$ cat src/design/rbcf_pkg.sv
// ----------------------------------------------------------------------------
// rbcf_pkg
// Shared types and constants of the rotated bounding cylinder fit block.
// ----------------------------------------------------------------------------
package rbcf_pkg;

  localparam int COORD_WIDTH_DEF = 32;

  // coefficients are signed Q1.14 in 16 bits
  localparam int COEF_W   = 16;
  localparam int COEF_MAX = 16384;
  localparam int RND_SHIFT = 14;
  localparam int RND_HALF  = 8192;

  // config register indexes
  localparam int CFG_IDX_W = 3;
  localparam logic [CFG_IDX_W-1:0] REG_COS_X = 3'd0;
  localparam logic [CFG_IDX_W-1:0] REG_SIN_X = 3'd1;
  localparam logic [CFG_IDX_W-1:0] REG_COS_Y = 3'd2;
  localparam logic [CFG_IDX_W-1:0] REG_SIN_Y = 3'd3;
  localparam logic [CFG_IDX_W-1:0] REG_COS_Z = 3'd4;
  localparam logic [CFG_IDX_W-1:0] REG_SIN_Z = 3'd5;

  // square root of a 64-bit value, one result bit per step
  localparam int SQ_W       = 64;
  localparam int ROOT_W     = 32;
  localparam int ROOT_CNT_W = 5;
  localparam int REM_W      = ROOT_W + 4;

  // multiply-accumulate jobs of the rotation, in issue order
  typedef enum logic [2:0] {
    MAC_Y1 = 3'd0,
    MAC_Z1 = 3'd1,
    MAC_Z2 = 3'd2,
    MAC_X2 = 3'd3,
    MAC_XR = 3'd4,
    MAC_YR = 3'd5
  } mac_sel_t;

  typedef struct packed {
    logic     load_in;
    logic     mul_en;
    logic     mul_second;
    logic     acc_load;
    logic     wb_en;
    mac_sel_t mac;
    logic     sq_x;
    logic     sq_z;
    logic     upd;
    logic     root_init;
    logic     root_step;
    logic     out_load;
  } ctl_cmd_t;

  typedef struct packed {
    logic last;
  } dp_sts_t;

endpackage

$ cat src/design/rbcf_ctrl.sv
// ----------------------------------------------------------------------------
// rbcf_ctrl
// Sequencer: walks one vertex through rotation, squaring, extent update and,
// on the last vertex, the square root and the result transfer.
// ----------------------------------------------------------------------------
module rbcf_ctrl (
  input  logic                clk,
  input  logic                rst_n,
  input  logic                in_tvalid,
  output logic                in_tready,
  output logic                out_tvalid,
  input  logic                out_tready,
  input  rbcf_pkg::dp_sts_t   sts,
  output rbcf_pkg::ctl_cmd_t  cmd
);
  import rbcf_pkg::*;

  typedef enum logic [7:0] {
    ST_IDLE = 8'b00000001,
    ST_ROT  = 8'b00000010,
    ST_SQX  = 8'b00000100,
    ST_SQZ  = 8'b00001000,
    ST_UPD  = 8'b00010000,
    ST_SEED = 8'b00100000,
    ST_ROOT = 8'b01000000,
    ST_EMIT = 8'b10000000
  } state_t;

  typedef enum logic [1:0] {
    PH_A  = 2'd0,
    PH_B  = 2'd1,
    PH_WB = 2'd2
  } phase_t;

  state_t                state_r, state_nxt;
  phase_t                phase_r, phase_nxt;
  mac_sel_t              mac_r, mac_nxt;
  logic [ROOT_CNT_W-1:0] cnt_r, cnt_nxt;
  logic                  out_valid_r, out_valid_nxt;
  logic                  emit_go;

  assign in_tready  = (state_r == ST_IDLE);
  assign out_tvalid = out_valid_r;
  assign emit_go    = (state_r == ST_EMIT) && (!out_valid_r || out_tready);

  always_comb begin
    state_nxt = state_r;
    phase_nxt = phase_r;
    mac_nxt   = mac_r;
    cnt_nxt   = cnt_r;
    cmd       = '0;
    cmd.mac   = mac_r;
    unique case (state_r)
      ST_IDLE: begin
        if (in_tvalid) begin
          cmd.load_in = 1'b1;
          phase_nxt   = PH_A;
          mac_nxt     = MAC_Y1;
          state_nxt   = ST_ROT;
        end
      end
      ST_ROT: begin
        unique case (phase_r)
          PH_A: begin
            cmd.mul_en = 1'b1;
            phase_nxt  = PH_B;
          end
          PH_B: begin
            cmd.mul_en     = 1'b1;
            cmd.mul_second = 1'b1;
            cmd.acc_load   = 1'b1;
            phase_nxt      = PH_WB;
          end
          PH_WB: begin
            cmd.wb_en = 1'b1;
            phase_nxt = PH_A;
            if (mac_r == MAC_YR) begin
              state_nxt = ST_SQX;
            end else begin
              mac_nxt = mac_sel_t'(mac_r + 3'd1);
            end
          end
          default: begin
            phase_nxt = PH_A;
          end
        endcase
      end
      ST_SQX: begin
        cmd.sq_x  = 1'b1;
        state_nxt = ST_SQZ;
      end
      ST_SQZ: begin
        cmd.sq_z  = 1'b1;
        state_nxt = ST_UPD;
      end
      ST_UPD: begin
        cmd.upd   = 1'b1;
        state_nxt = sts.last ? ST_SEED : ST_IDLE;
      end
      ST_SEED: begin
        cmd.root_init = 1'b1;
        cnt_nxt       = '0;
        state_nxt     = ST_ROOT;
      end
      ST_ROOT: begin
        cmd.root_step = 1'b1;
        cnt_nxt       = ROOT_CNT_W'(cnt_r + 1'b1);
        if (cnt_r == ROOT_CNT_W'(ROOT_W - 1)) begin
          state_nxt = ST_EMIT;
        end
      end
      ST_EMIT: begin
        if (emit_go) begin
          cmd.out_load = 1'b1;
          state_nxt    = ST_IDLE;
        end
      end
      default: begin
        state_nxt = ST_IDLE;
      end
    endcase
  end

  always_comb begin
    out_valid_nxt = out_valid_r;
    if (emit_go) begin
      out_valid_nxt = 1'b1;
    end else if (out_tready) begin
      out_valid_nxt = 1'b0;
    end
  end

  always_ff @(posedge clk) begin
    if (!rst_n) begin
      state_r     <= ST_IDLE;
      phase_r     <= PH_A;
      mac_r       <= MAC_Y1;
      cnt_r       <= '0;
      out_valid_r <= 1'b0;
    end else begin
      state_r     <= state_nxt;
      phase_r     <= phase_nxt;
      mac_r       <= mac_nxt;
      cnt_r       <= cnt_nxt;
      out_valid_r <= out_valid_nxt;
    end
  end

endmodule

$ cat config.mk
export PLATFORM = sky130hd
export DESIGN_NAME = rbcf_ctrl
export DESIGN_NICKNAME = d
export VERILOG_FILES = /design/src/design/rbcf_pkg.sv /design/src/design/rbcf_ctrl.sv
export SDC_FILE = /design/constraint.sdc
export NUM_CORES = 1
export LEC_CHECK = 0
export ABC_AREA = 1
export BUFFER_PORTS_ARGS = -buffer_cell sky130_fd_sc_hd__buf_2
export CORE_ASPECT_RATIO = 1.5
export CORE_UTILIZATION = 40
export CTS_BUF_LIST = sky130_fd_sc_hd__clkbuf_16
export DETAILED_ROUTE_END_ITERATION = 10
export GPL_TIMING_DRIVEN = 0
export HOLD_SLACK_MARGIN = 0.02
export PLACE_DENSITY = 0.63
export SYNTH_ARGS = -nofsm -noshare
export SYNTH_HDL_FRONTEND = slang
export SYNTH_SLANG_ARGS = --single-unit
$ cat constraint.sdc
create_clock -name clk -period 1.5 [get_ports clk]
set_input_delay 0.3 -clock clk [delete_from_list [all_inputs] [get_ports clk]]
set_output_delay 0.3 -clock clk [all_outputs]
set_load 0.01 [all_outputs]
[After elaboration in Yosys (flattened, before gate mapping)]
Cells that the tools add are included.
W data, S select, Z words.
Storage, ports and cells
  flip-flop bits (word level): 19
  output and inout port bits: 16
  word-level logic and storage cells: 66
Operators by class
  add/sub/neg operators: 2
  equality and inequality tests: 18
  multiplexer cells: 30
  reductions and logical operators: 11
Operators by type and width (count)
  $pmux W8 S8: 1
  $mux W8: 5
  $mux W1: 13
  $ne A2 B2 Y1 const B: 6
  $pmux W5 S2: 1
  $mux W3: 3
  $eq A8 B1 Y1 const B: 1
  $eq A8 B2 Y1 const B: 1
  $eq A8 B3 Y1 const B: 1
  $eq A8 B4 Y1 const B: 1
  $eq A8 B5 Y1 const B: 1
  $eq A8 B6 Y1 const B: 1
  $eq A8 B7 Y1 const B: 1
  $eq A8 B8 Y1 const B: 1
  $pmux W2 S2: 2
  $mux W6: 1
  $pmux W3 S2: 1
  $reduce_bool A2 Y1: 3
  $add A5 B1 Y5 const B: 1
  $eq A5 B5 Y1 const B: 1
  $reduce_and A5 Y1: 1
  $mux W2: 2
  $mux W4: 1
  $reduce_and A4 Y1: 1
  other kinds (10): 10

[Logic depth before layout (Yosys ltp)]
  word-level depth: 5
  mapped depth: 10

[Worst setup path before layout]
No wires, ideal clock.
  kind: register -> output
  start: register state_r[0]
  end: output cmd[10] in the netlist's numbering
  arrival time: 1.180 ns
  required time: 1.200 ns
  slack: 0.020 ns
  stages on the path, launching flop included: 9
  buffers on the path: 1
  path through: dfxtp_1 inv_1 nand2_1 nor2_2 nand2_4 nor2_1 nand2_1 inv_1 buf_4
RTL lines
  start: declaration: RTL line rbcf_ctrl.sv:35  | state_t state_r, state_nxt;
  start signal: assignment: RTL line rbcf_ctrl.sv:141  | state_r <= state_nxt;
  end: declaration: RTL line rbcf_ctrl.sv:14  | output rbcf_pkg::ctl_cmd_t cmd

==> parameters.txt <==
Parameter                              Value

Run status
  Violated checks    setup timing
  Outcome    complete, but fails checks

Clock network
  Hold bufs inserted after CTS    0
  Clk slew on worst S/H paths    60 ps
  H-tree levels    1
  Largest buffer count on any clock path    2
  Clock buffers created by TritonCTS    3
  CTS sink count    19
  TritonCTS clock tree    yes
  Worst skew pair latency    250 ps
  Library cell used as clock root buffer    sky130_fd_sc_hd__clkbuf_16

Worst hold path
  Startpoint of the most critical hold path    rst_n
  Hold crit path type    input port to register
  Worst Hold Endpoint    phase_r[0]$_SDFFE_PN0P_
  Cell count of the worst hold path    3

Layout
  Area delta synth->final    47.73%
  Non-filler cells in the finished layout    252
  Number of filler instances in the final layout    233
  N_diodes    0
  Number of nets in the finished design    225
  Post-Layout Inst Area    1673 um^2
  Proportion of layout cells with a drive suffix above 1    45.58%
  Core occupancy in the finished layout    62.51%

Route
  Initial drt markers    29
  Vias per inst    4.722
  Wire length after detailed routing    2946 um
  Detailed-route wire length per cell    11.69 um
  Number of routed nets with antenna violations    0
  Overall via count from detail_route    1,190
  Final routed DRC violation total    0
  DRT Pass-1 Iters    4

Timing
  Slack of the critical path    -157.4 ps
  Total count of max-transition violations in the final report    0
  Smallest hold slack    312.0 ps
  Period utilisation layout    110.5%
  Unrepaired setup endpoints after global routing    yes
  Worst clock skew    4.817 ps
  Fin crit period    1657 ps
  Slew HR    69.00%
  Highest achievable clock rate    603.3 MHz
  Number of hold violations in the final report    0
  Total negative setup slack    -1547 ps
  Slew of the pin with the lowest slew margin    464.9 ps
  Number of setup violations in the final report    21

Placed design
  Detailed Place HPWL    1783 um
  Total placed instance area    1279 um^2
  GP Congestion    0.8674
  Number of placed cells counting well taps    228
  Post-Place Setup Slack    -70.26 ps
  Port bufs    20

Setup path
  End of the worst register-to-register path    mac_r[2]$_SDFFE_PN0P_
  CP Max Fanout    4
  Launching point of the worst reg2reg path    state_r[4]$_SDFFE_PN0P_
  Critical path data arrival time    1360 ps
  Critical Path Source Type    register
  Type of the worst setup path    register to primary output
  Required time of the worst setup path    1200 ps
  R2R Setup Slk    -70 ps
  Critical Path Sink Type    primary output
  Cell depth of the worst flop-to-flop path    10

Power
  PwrDens    1692 nW/um^2
  Overall power    2.830 mW
  Cell leakage power    0.8411 nW
  Worst-case vdd ir drop    1.067 mV

Global route
  Largest net degree at the start of global routing    11
  Overall Global Routing Usage    20.94%
  Total grt overflow    0
  Global-route wire length before repair    4747 um
  Via count of the first global-routing pass    1,099
  Antenna violations before repair    0

Logic synthesis
  Prevailing post-synth register cell    sky130_fd_sc_hd__dfxtp_1
  Flip-flop and latch count after synthesis    19
  Cell area after synthesis    1132 um^2
  Compound-Gate Fraction of Synth Area    8.729%
  EDFF count, synth    0
  Nets in the synthesized netlist    180
  Fraction of synthesized cell area in xor and xnor cells    1.547%
  Most frequent cell after synthesis    sky130_fd_sc_hd__nand2_1
  Largest family of logic cells by synthesized area    simple AND/OR/NAND/NOR gates
  Portion of synthesized cell area occupied by the leading cell type    33.59%
  Mean instance size in the synthesized netlist    6.622 um^2
  Fraction of registers with async set or reset after synthesis    0%
  Warning count from the yosys run    0
  Post-Synth Adder-Cell Area    4.420%
  Dominant cells by area after synthesis    sky130_fd_sc_hd__dfxtp_1 34%, sky130_fd_sc_hd__nand2_1 15%, sky130_fd_sc_hd__inv_1 8.0%
  Post-Synthesis Cells    171
  Register area share after synthesis    33.59%
  Portion of netlist area occupied by mux cells    0%
  Fraction of the mapped netlist area in simple logic gates    39.12%
  Most frequent cells after synthesis    46 x sky130_fd_sc_hd__nand2_1, 24 x sky130_fd_sc_hd__inv_1, 22 x sky130_fd_sc_hd__nor2_1, 19 x sky130_fd_sc_hd__dfxtp_1, 12 x sky130_fd_sc_hd__nand3_1
  Number of distinct library cell variants in the gate-level netlist after synthesis    24
  Yosys top cell by area    sky130_fd_sc_hd__dfxtp_1

Floorplan
  Initial standard-cell utilization of the core    42.31%
  Site row count    23
  Count of boundary I/O pins    21
  Die extent in x    45.44 um
  Standard cell core area    2676 um^2
  Vertical die dimension    67.17 um
  Die footprint    3052 um^2

Run
  Max_cap viols    0
[cells by family after synthesis]
| logic type | Yosys count |
|---|---|
| flip-flops | 19 |
| AND/OR/NAND/NOR | 95 |
| XOR/XNOR | 2 |
| AO/OA/AOI/OAI | 16 |
| adder cells (fa/ha/maj) | 4 |
| buffers and inverters | 35 |
[area by class of cell]
cell class / instances / area (um^2) / share of cell area (%)
Buffer: 4 / 26.28 / 1.571
Multi-Input combinational cell: 117 / 719.4 / 43.01
Inverter: 31 / 118.9 / 7.105
Timing Repair Buffer: 40 / 291.5 / 17.43
Sequential cell: 19 / 391.6 / 23.41
Tap cell: 37 / 46.29 / 2.767
Clock buffer: 3 / 75.07 / 4.488
Clock inverter: 1 / 3.754 / 0.2244
[metal layers]
layer | share of wire, % | global-route usage [%] | vias up
met5 | 0 | 0 | -
met2 | 52 | 37.14 | 27
met1 | 43 | 23.80 | 540
met3 | 2.9 | 2.674 | 7
li1 | - | - | 616
met4 | 1.9 | 9.848 | 0
[worst max-delay path, stage by stage, from the launching register on]
cell and delay (ps):
sky130_fd_sc_hd__dfxtp_2 320, sky130_fd_sc_hd__inv_2 70, sky130_fd_sc_hd__nand2_4 80, sky130_fd_sc_hd__nor2_8 140, sky130_fd_sc_hd__nand2_4 70, sky130_fd_sc_hd__nor2_4 100
sky130_fd_sc_hd__nand2_2 80, sky130_fd_sc_hd__inv_2 60, sky130_fd_sc_hd__buf_4 100, sky130_fd_sc_hd__buf_6 90
[worst max-delay path by stage]
stage                                  startpoint      end  slack [ps]  depth (start not counted)
after floorplan           state_r[0]$_SDFFE_PN1P_  cmd[10]          20                          8
after global routing      state_r[4]$_SDFFE_PN0P_  cmd[11]        -220                          9
after detailed placement  state_r[0]$_SDFFE_PN1P_  cmd[11]         -70                          9
after CTS                 state_r[7]$_SDFFE_PN0P_  cmd[11]        -160                          9
final                     state_r[4]$_SDFFE_PN0P_  cmd[11]        -160                          9
after global placement    state_r[1]$_SDFFE_PN0P_  cmd[10]         -40                          8
[report_power, final]
group / switching [mW] / internal, mW
Sequential: 0.0735 / 0.595
Combinational: 0.926 / 0.694
Clock: 0.187 / 0.354
Total: 1.19 / 1.64
[cell usage in the layout (no fill, tap or decap), drive strengths merged]
| cell type | Yosys | final |
|---|---|---|
| buf | 3 | 43 |
| xor2 | 1 | 1 |
| nand3 | 13 | 13 |
| o21bai | 3 | 3 |
| ha | 4 | 4 |
| a21oi | 9 | 9 |
| dfxtp | 19 | 19 |
| nand4 | 1 | 1 |
| clkbuf | 1 | 4 |
| inv | 31 | 32 |
| nand3b | 1 | 1 |
| nor2 | 26 | 26 |
| nor4 | 1 | 1 |
| nand2 | 49 | 49 |
| xnor2 | 1 | 1 |
| o21ai | 4 | 4 |
| nor3 | 4 | 4 |
[repair_timing]
item | CTS | global route
endpoints found under the setup margin | 17 | 22
buffers inserted | 13 | 7
pin swaps | 8 | 8
hold endpoints to repair | 0 | 0
gates resized for setup | 32 | 21
[state kept, by name, indices dropped and copies added (netlist names)]
signal      cells
cnt_r           5
mac_r           3
out_tvalid      1
phase_r         2
state_r         8
Note: power is estimated with default switching activity, not from simulation.
